$ cat config.mk
export PLATFORM = sky130hd
export DESIGN_NAME = feedforward_filter_with_staleness_unit
export DESIGN_NICKNAME = d
export VERILOG_FILES = /design/src/rtl/ffs_pkg.sv /design/src/rtl/ffs_mul.sv /design/src/rtl/feedforward_filter_with_staleness_unit.sv
export SDC_FILE = /design/constraint.sdc
export NUM_CORES = 2
export LEC_CHECK = 0
export BUFFER_PORTS_ARGS = -buffer_cell sky130_fd_sc_hd__clkbuf_2
export CORE_MARGIN = 2
export CORE_UTILIZATION = 51
export CTS_CLUSTER_DIAMETER = 120
export CTS_CLUSTER_SIZE = 28
export DETAILED_ROUTE_END_ITERATION = 8
export PLACE_DENSITY = 0.66
export SETUP_SLACK_MARGIN = 0.5
export SYNTH_ARGS = -nofsm -noshare
export SYNTH_HDL_FRONTEND = slang
export SYNTH_SLANG_ARGS = --single-unit
$ cat constraint.sdc
create_clock -name clock -period 9.47 [get_ports clock]
set_clock_uncertainty 0.1 [all_clocks]
set_input_delay 0.947 -clock clock [delete_from_list [all_inputs] [get_ports clock]]
set_output_delay 0.947 -clock clock [all_outputs]
set_load 0.03 [all_outputs]
$ cat src/rtl/ffs_pkg.sv
`timescale 1ns / 1ps

package ffs_pkg;

   localparam int SAMPLE_W  = 24;
   localparam int GAIN_W    = 16;
   localparam int LIMIT_W   = 23;
   localparam int ALPHA_W   = 16;
   localparam int AGE_W     = 16;
   localparam int CORNER_W  = 8;
   localparam int CSR_IDX_W = 3;
   localparam int CSR_DAT_W = 23;

   // shared multiplier operands: 25-bit signed by 17-bit signed
   localparam int MUL_A_W = SAMPLE_W + 1;
   localparam int MUL_B_W = GAIN_W + 1;
   localparam int PROD_W  = MUL_A_W + MUL_B_W;

   localparam logic OP_SAMPLE = 1'b0;
   localparam logic OP_TICK   = 1'b1;

   localparam logic [CSR_IDX_W-1:0] REG_YAW_NEGATE    = 3'd0;
   localparam logic [CSR_IDX_W-1:0] REG_FF_GAIN       = 3'd1;
   localparam logic [CSR_IDX_W-1:0] REG_FF_LIMIT      = 3'd2;
   localparam logic [CSR_IDX_W-1:0] REG_LPF_ALPHA     = 3'd3;
   localparam logic [CSR_IDX_W-1:0] REG_TIMEOUT_TICKS = 3'd4;

   localparam logic signed [GAIN_W-1:0]  GAIN_RESET    = 16'sd256;
   localparam logic [LIMIT_W-1:0]        LIMIT_RESET   = 23'd25600;
   localparam logic [ALPHA_W-1:0]        ALPHA_RESET   = 16'd52429;
   localparam logic [AGE_W-1:0]          TIMEOUT_RESET = 16'd100;

   localparam logic signed [SAMPLE_W-1:0] SAMPLE_MAX = 24'sh7FFFFF;
   localparam logic signed [SAMPLE_W-1:0] SAMPLE_MIN = 24'sh800000;

   typedef enum logic [5:0] {
      S_IDLE = 6'b000001,
      S_TICK = 6'b000010,
      S_MUL1 = 6'b000100,
      S_RND  = 6'b001000,
      S_MUL2 = 6'b010000,
      S_DONE = 6'b100000
   } state_type;

endpackage

$ cat src/rtl/ffs_mul.sv
`timescale 1ns / 1ps

module ffs_mul import ffs_pkg::*; (
   input  logic                       clock,
   input  logic                       en,
   input  logic signed [MUL_A_W-1:0]  a,
   input  logic signed [MUL_B_W-1:0]  b,
   output logic signed [PROD_W-1:0]   prod
);

   logic signed [PROD_W-1:0] prod_ff;
   logic signed [PROD_W-1:0] prod_in;

   assign prod_in = a * b;

   always_ff @(posedge clock) begin
      if (en) begin
         prod_ff <= prod_in;
      end
   end

   assign prod = prod_ff;

endmodule

$ cat src/rtl/feedforward_filter_with_staleness_unit.sv
`timescale 1ns / 1ps
// Channel  Handshake                 Payload
// req      req_valid / req_ready     operation, yaw_rate, speed_diff, corner_number
// rsp      rsp_valid / rsp_ready     fresh, yaw_rate_out, feedforward_out,
//                                    speed_diff_out, corner_out
// csr      csr_valid / csr_ready     csr_index, csr_wdata
//
// A tick word goes straight to its result step; a sample word first passes the
// MUL1, RND and MUL2 steps: the gain and alpha products go one after the other
// through one 25x17 multiplier. req_ready is high only in idle, so one word is in
// work at a time. A finished result waits in the output register; the next word
// is accepted meanwhile and stalls at its last step until that register is free.
// Reset (synchronous, active high) restores register defaults and clears state.

module feedforward_filter_with_staleness_unit import ffs_pkg::*; (
   input  logic                        clock,
   input  logic                        reset,
   input  logic                        req_valid,
   output logic                        req_ready,
   input  logic                        req_operation,
   input  logic signed [SAMPLE_W-1:0]  req_yaw_rate,
   input  logic signed [SAMPLE_W-1:0]  req_speed_diff,
   input  logic [CORNER_W-1:0]         req_corner_number,
   output logic                        rsp_valid,
   input  logic                        rsp_ready,
   output logic                        rsp_fresh,
   output logic signed [SAMPLE_W-1:0]  rsp_yaw_rate_out,
   output logic signed [SAMPLE_W-1:0]  rsp_feedforward_out,
   output logic signed [SAMPLE_W-1:0]  rsp_speed_diff_out,
   output logic [CORNER_W-1:0]         rsp_corner_out,
   input  logic                        csr_valid,
   output logic                        csr_ready,
   input  logic [CSR_IDX_W-1:0]        csr_index,
   input  logic [CSR_DAT_W-1:0]        csr_wdata
);

   state_type state_ff, state_in;

   // configuration
   logic                       negate_ff;
   logic signed [GAIN_W-1:0]   gain_ff;
   logic [LIMIT_W-1:0]         limit_ff;
   logic [ALPHA_W-1:0]         alpha_ff;
   logic [AGE_W-1:0]           timeout_ff;

   // held state
   logic signed [SAMPLE_W-1:0] held_yaw_ff, held_yaw_in;
   logic signed [SAMPLE_W-1:0] held_speed_ff, held_speed_in;
   logic signed [SAMPLE_W-1:0] filtered_ff, filtered_in;
   logic [CORNER_W-1:0]        held_corner_ff, held_corner_in;
   logic [AGE_W-1:0]           age_ff, age_in;
   logic                       data_valid_ff, data_valid_in;

   // input word latch and intermediates
   logic signed [SAMPLE_W-1:0] yaw_ff;
   logic signed [SAMPLE_W-1:0] spd_ff;
   logic [CORNER_W-1:0]        corner_ff;
   logic signed [SAMPLE_W-1:0] raw_ff;
   logic signed [MUL_A_W-1:0]  d_ff;

   // output register
   logic                       rsp_valid_ff, rsp_valid_in;
   logic                       rsp_fresh_ff;
   logic signed [SAMPLE_W-1:0] rsp_yaw_ff, rsp_ff_ff, rsp_spd_ff;
   logic [CORNER_W-1:0]        rsp_corner_ff;

   logic                       accept;
   logic                       out_free;
   logic                       out_load;

   logic                       mul_en;
   logic signed [MUL_A_W-1:0]  mul_a;
   logic signed [MUL_B_W-1:0]  mul_b;
   logic signed [PROD_W-1:0]   prod;

   logic signed [PROD_W-1:0]   rnd1;
   logic signed [PROD_W-1:0]   raw_wide;
   logic signed [PROD_W-1:0]   lim_pos;
   logic signed [PROD_W-1:0]   raw_sel;
   logic signed [PROD_W-1:0]   rnd2;
   logic signed [PROD_W-1:0]   t_wide;
   logic signed [26:0]         sum27;
   logic signed [SAMPLE_W-1:0] filt_sat;
   logic signed [SAMPLE_W-1:0] yaw_new;
   logic [AGE_W-1:0]           age_inc;
   logic                       expire;

   assign accept    = req_valid && req_ready;
   assign req_ready = (state_ff == S_IDLE);
   assign csr_ready = 1'b1;
   assign out_free  = !rsp_valid_ff || rsp_ready;
   assign out_load  = out_free && (state_ff == S_DONE || state_ff == S_TICK);

   // shared multiplier: gain * speed first, then alpha * (y - raw)
   always_comb begin
      mul_en = (state_ff == S_MUL1) || (state_ff == S_MUL2);
      if (state_ff == S_MUL2) begin
         mul_a = d_ff;
         mul_b = $signed({1'b0, alpha_ff});
      end else begin
         mul_a = $signed({spd_ff[SAMPLE_W-1], spd_ff});
         mul_b = $signed({gain_ff[GAIN_W-1], gain_ff});
      end
   end

   ffs_mul u_mul (
      .clock (clock),
      .en    (mul_en),
      .a     (mul_a),
      .b     (mul_b),
      .prod  (prod)
   );

   // round half up, then clamp to +/- limit
   always_comb begin
      rnd1     = prod + PROD_W'(128);
      raw_wide = rnd1 >>> 8;
      lim_pos  = $signed({{(PROD_W-LIMIT_W){1'b0}}, limit_ff});
      if (raw_wide > lim_pos) begin
         raw_sel = lim_pos;
      end else if (raw_wide < -lim_pos) begin
         raw_sel = -lim_pos;
      end else begin
         raw_sel = raw_wide;
      end
   end

   // filter finish: raw + round(alpha*d / 65536), saturated
   always_comb begin
      rnd2   = prod + PROD_W'(32768);
      t_wide = rnd2 >>> 16;
      sum27  = $signed({{3{raw_ff[SAMPLE_W-1]}}, raw_ff}) + t_wide[26:0];
      if (sum27[26:23] == 4'b0000 || sum27[26:23] == 4'b1111) begin
         filt_sat = sum27[SAMPLE_W-1:0];
      end else if (sum27[26]) begin
         filt_sat = SAMPLE_MIN;
      end else begin
         filt_sat = SAMPLE_MAX;
      end
      if (!negate_ff) begin
         yaw_new = yaw_ff;
      end else if (yaw_ff == SAMPLE_MIN) begin
         yaw_new = SAMPLE_MAX;
      end else begin
         yaw_new = -yaw_ff;
      end
      age_inc = (age_ff == {AGE_W{1'b1}}) ? age_ff : age_ff + AGE_W'(1);
      expire  = data_valid_ff && (age_inc > timeout_ff);
   end

   always_comb begin
      state_in       = state_ff;
      held_yaw_in    = held_yaw_ff;
      held_speed_in  = held_speed_ff;
      held_corner_in = held_corner_ff;
      filtered_in    = filtered_ff;
      age_in         = age_ff;
      data_valid_in  = data_valid_ff;
      case (state_ff)
         S_IDLE: begin
            if (accept) begin
               state_in = (req_operation == OP_TICK) ? S_TICK : S_MUL1;
            end
         end
         S_MUL1: state_in = S_RND;
         S_RND:  state_in = S_MUL2;
         S_MUL2: state_in = S_DONE;
         S_DONE: begin
            if (out_free) begin
               held_yaw_in    = yaw_new;
               held_speed_in  = spd_ff;
               held_corner_in = corner_ff;
               filtered_in    = data_valid_ff ? filt_sat : raw_ff;
               age_in         = '0;
               data_valid_in  = 1'b1;
               state_in       = S_IDLE;
            end
         end
         S_TICK: begin
            if (out_free) begin
               age_in = age_inc;
               if (expire) begin
                  data_valid_in = 1'b0;
                  filtered_in   = '0;
               end
               state_in = S_IDLE;
            end
         end
         default: state_in = S_IDLE;
      endcase
   end

   always_comb begin
      rsp_valid_in = rsp_valid_ff;
      if (out_load) begin
         rsp_valid_in = 1'b1;
      end else if (rsp_ready) begin
         rsp_valid_in = 1'b0;
      end
   end

   always_ff @(posedge clock) begin
      if (reset) begin
         state_ff       <= S_IDLE;
         rsp_valid_ff   <= 1'b0;
         negate_ff      <= 1'b0;
         gain_ff        <= GAIN_RESET;
         limit_ff       <= LIMIT_RESET;
         alpha_ff       <= ALPHA_RESET;
         timeout_ff     <= TIMEOUT_RESET;
         held_yaw_ff    <= '0;
         held_speed_ff  <= '0;
         filtered_ff    <= '0;
         held_corner_ff <= '0;
         age_ff         <= '0;
         data_valid_ff  <= 1'b0;
      end else begin
         state_ff       <= state_in;
         rsp_valid_ff   <= rsp_valid_in;
         held_yaw_ff    <= held_yaw_in;
         held_speed_ff  <= held_speed_in;
         filtered_ff    <= filtered_in;
         held_corner_ff <= held_corner_in;
         age_ff         <= age_in;
         data_valid_ff  <= data_valid_in;
         if (csr_valid && csr_ready) begin
            case (csr_index)
               REG_YAW_NEGATE:    negate_ff  <= csr_wdata[0];
               REG_FF_GAIN:       gain_ff    <= $signed(csr_wdata[GAIN_W-1:0]);
               REG_FF_LIMIT:      limit_ff   <= csr_wdata[LIMIT_W-1:0];
               REG_LPF_ALPHA:     alpha_ff   <= csr_wdata[ALPHA_W-1:0];
               REG_TIMEOUT_TICKS: timeout_ff <= csr_wdata[AGE_W-1:0];
               default: ;
            endcase
         end
      end
   end

   // datapath registers, no reset
   always_ff @(posedge clock) begin
      if (accept) begin
         yaw_ff    <= req_yaw_rate;
         spd_ff    <= req_speed_diff;
         corner_ff <= req_corner_number;
      end
      if (state_ff == S_RND) begin
         raw_ff <= raw_sel[SAMPLE_W-1:0];
         d_ff   <= $signed({filtered_ff[SAMPLE_W-1], filtered_ff}) - raw_sel[MUL_A_W-1:0];
      end
      if (out_load) begin
         rsp_fresh_ff  <= data_valid_in;
         rsp_yaw_ff    <= data_valid_in ? held_yaw_in : '0;
         rsp_ff_ff     <= data_valid_in ? filtered_in : '0;
         rsp_spd_ff    <= held_speed_in;
         rsp_corner_ff <= held_corner_in;
      end
   end

   assign rsp_valid           = rsp_valid_ff;
   assign rsp_fresh           = rsp_fresh_ff;
   assign rsp_yaw_rate_out    = rsp_yaw_ff;
   assign rsp_feedforward_out = rsp_ff_ff;
   assign rsp_speed_diff_out  = rsp_spd_ff;
   assign rsp_corner_out      = rsp_corner_ff;

`ifndef SYNTHESIS
   // a sample always leaves fresh, zero-aged data behind
   a_sample_fresh: assert property (@(posedge clock) disable iff (reset)
      (state_ff == S_DONE && out_free) |=> (data_valid_ff && age_ff == '0 && rsp_fresh))
      else $error("sample did not leave fresh state");

   // stale data carries no filter history
   a_invalid_clear: assert property (@(posedge clock) disable iff (reset)
      !data_valid_ff |-> (filtered_ff == '0))
      else $error("filter value kept while data invalid");

   // a pending fresh word reflects current valid state
   a_fresh_valid: assert property (@(posedge clock) disable iff (reset)
      (rsp_valid_ff && rsp_fresh_ff) |-> data_valid_ff)
      else $error("fresh word pending while data invalid");

   // the shared multiplier works only in its two product steps; rounding follows the gain product
   a_mul_steps: assert property (@(posedge clock) disable iff (reset)
      (state_ff == S_RND) |-> $past(state_ff == S_MUL1))
      else $error("rounding step without gain product");
`endif

endmodule
==> out/metrics.cfg <==
[yosys]
synth.distinct_cells = 85
netlist_area_sq_um = 36400
yosysMostFrequentCell = nand2_1
ys_warn_count = 0
synth_top_flop_cell = edfxtp_1
synth_top_area_cell = fa_1
synth_commonest_cells = nand2_1, inv_1, fa_1, nor2_1, ha_1
synth_edf_count = 221
ys_seq_elements = 397
ys_seq_area_frac = 0.279
synth_fp_nets = 4747
async_flop_share = 0
synth_top_area_share = 0.229
syn_inst = 4010
synth.avg_cell_area_sq_um = 9.07
synthTopCellsByArea = fa_1, edfxtp_1, dfxtp_1

[timing]
setup_violations = 0
hold_viol = 0
period_share = 0.893
holdWs_ns = 0.364
maxSlewViolCount = 0
fmax_ghz = 0.118
worst_pin_slew_ns = 1.23
fin_crit_ns = 8.45
setup_tns_ns = 0
max-slew-margin-rel = 0.155
setup_ws_ns = 1.02
rsz0062_at_grt = true

[placed_design]
numPlacedInstances = 5007
io_buffers = 170
dp.final_hpwl_mm = 85.6
dp_slack_ns = 0.885
postPlaceCellArea_sq_um = 38200
place.gp.congestion = 1.02

[die]
io_pins = 172
num_rows = 97
start_util = 0.518
core_area_sq_um = 70300
die_w_um = 271
die_y_um = 271
die-area_sq_um = 73500

[route]
antenna_left = 0
drc = 0
wl_met2_mm = 48.5
wl_met1_mm = 46.5
dr.pass1.iters = 8
met3_wirelength_mm = 8.74
highest_layer = met4
viasPerCell = 5.64
wirelength_mm = 106
avgRoutedWirePerCell_um = 21.0
drt-initial-drc-count = 2664
vias = 28500

[global_routing]
grt_first_pass_wirelength_mm = 166
grtUsageTotal = 0.292
antenna_found_initial = 2
overflow = 0
grt_max_degree = 77
grt_pass1_vias = 28200

[setup_path]
crit_path_start = state_ff[2]$_SDFFE_PP0P_
rr_endpoint = u_mul.prod[36]$_DFFE_PP_
startpoint_type = flip-flop
r2r_slack_ns = 1.02
critPathCaptureType = flip-flop
crit_arrival_ns = 8.70
timing.rr.start = state_ff[2]$_SDFFE_PP0P_
critPathRequiredTime_ns = 9.72
cp_max_fo = 46
ff2ff_path_depth = 24
crit_type = reg -> reg
crit_end = u_mul.prod[36]$_DFFE_PP_

[job]
maxCapViolCount = 0

[cells_and_area]
areaGrowthSynthToFinish_pct = 7.22
final_core_util = 0.555
finalInstanceArea_sq_um = 39000
layout.cells.non_filler = 5048
nets = 4828
n_fill_cell = 6468
drive_above_1_share = 0.0779

[clocking]
cts_num_sinks = 397
hold_buffers = 0
cts-root-buf = clkbuf_16
htreeDepth = 1
clk_pin_slew_ns = 0.11
clk_latency_ns = 0.60
cts-buffers-inserted = 22
clockBufferDepth = 3
cts_tree = done

[pwr]
cellPowerDensity_nw_per_um2 = 110
leakage_nw = 17.6
ir_drop_mv = 0.179
total_power_mw = 4.30

[worst_hold_path]
worst_hold_path_type = reg -> reg

[status]
status = finished, final reports clean

-- kinds of logic (layout without fill, tap and decap cells) --
logic type / count (synthesis) / in the layout / synth area share
mux: 54 / 54 / 0.0152
xor+xnor: 194 / 194 / 0.0467
fa+ha+maj: 649 / 649 / 0.309
compound gates: 603 / 603 / 0.108
flops: 397 / 397 / 0.279
other cells: 1 / 2 / 0.000103
buf+inv: 689 / 786 / 0.0722
simple gates: 1423 / 1423 / 0.170
-- report_power, final --
group	internal, mW	total (mW)	switching [mW]
sequential	1.89	1.94	0.0501
combinational	0.446	1.20	0.757
clock	0.489	1.16	0.667
-- critical path, stage by stage, from the launching register on --
cell,delay (ns)
dfxtp_1,0.38
nor3_1,0.39
nand2_2,0.27
buf_12,0.27
mux2i_1,0.95
nor2_1,0.18
fa_1,0.57
inv_1,0.05
fa_1,0.47
inv_1,0.05
fa_1,0.47
fa_1,0.50
fa_1,0.54
inv_1,0.06
fa_1,0.60
inv_1,0.06
ha_1,0.39
a211oi_1,0.26
nand2_1,0.11
or2_2,0.30
o311ai_1,0.13
o21ai_0,0.31
a21oi_1,0.42
o21ai_0,0.18
xor2_1,0.17
-- flip-flops by register name (all words and copies together), names as in the netlist, 24 cells and up --
name	count
held_yaw_ff	24
spd_ff	24
filtered_ff	24
rsp_yaw_rate_out	24
raw_ff	24
rsp_speed_diff_out	24
yaw_ff	24
held_speed_ff	24
rsp_feedforward_out	24
u_mul.prod	35
d_ff	25
-- cell usage in the layout (no fill, tap or decap), types with 10 or more instances in the layout --
cell | Yosys | routed
o21ai_0 | 76 | 76
and2_1 | 31 | 29
a21oi_1 | 208 | 206
nor3_1 | 49 | 49
a221oi_1 | 13 | 13
clkbuf_16 | 0 | 23
o22ai_1 | 29 | 29
a21o_1 | 42 | 41
inv_1 | 527 | 526
nand3_1 | 47 | 47
or2_2 | 22 | 22
and3_1 | 23 | 22
xnor2_1 | 138 | 138
o22a_1 | 18 | 18
clkbuf_2 | 1 | 169
a211oi_1 | 50 | 50
a22oi_1 | 17 | 17
buf_4 | 2 | 47
o31ai_1 | 11 | 11
nand2_1 | 681 | 679
nand2b_1 | 21 | 21
nand4_1 | 37 | 37
nor4_1 | 19 | 19
edfxtp_1 | 221 | 221
nor2_1 | 410 | 409
fa_1 | 417 | 416
xor2_1 | 56 | 56
or3_1 | 11 | 11
a31oi_1 | 21 | 21
mux2_2 | 10 | 10
dfxtp_1 | 176 | 176
ha_1 | 232 | 232
nand3b_1 | 14 | 14
a222oi_1 | 12 | 12
nor2b_1 | 28 | 28
o21a_1 | 23 | 23
mux2i_1 | 44 | 37
o21bai_1 | 24 | 24
-- cell type report --
type                       instances  area, sq um  share of cell area
clock inverter                     9          185             0.00475
clock buffer                      31          606              0.0155
tap                              940         1180              0.0302
timing repair buffer             218         1230              0.0315
sequential                       397        10200               0.260
multi-input combinational       2924        23700               0.607
inverter                         528         1980              0.0509
antenna                            1         2.50           0.0000642
-- per-layer routing --
metal,up-vias,global-route usage
met4,0,0.0670
li1,13300,-
met2,1090,0.470
met3,125,0.0476
met5,-,0
met1,14000,0.413
-- timing repair --
item	CTS	global route
endpoints found under the setup margin	0	9
buffers inserted	0	0
gates resized for setup	0	9
-- worst min path at each step --
stage	from	to	slack, ns	cells after the start
after floorplan	alpha_ff[1]$_SDFFE_PP0P_	alpha_ff[1]$_SDFFE_PP0P_	0.34	2
after global placement	timeout_ff[14]$_SDFFE_PP0P_	timeout_ff[14]$_SDFFE_PP0P_	0.34	2
after detailed placement	timeout_ff[9]$_SDFFE_PP0P_	timeout_ff[9]$_SDFFE_PP0P_	0.35	2
after CTS	timeout_ff[9]$_SDFFE_PP0P_	timeout_ff[9]$_SDFFE_PP0P_	0.36	2
after global routing	timeout_ff[8]$_SDFFE_PP0P_	timeout_ff[8]$_SDFFE_PP0P_	0.38	2
final	timeout_ff[8]$_SDFFE_PP0P_	timeout_ff[8]$_SDFFE_PP0P_	0.36	2
No activity file was read; power rests on OpenSTA's default activity.
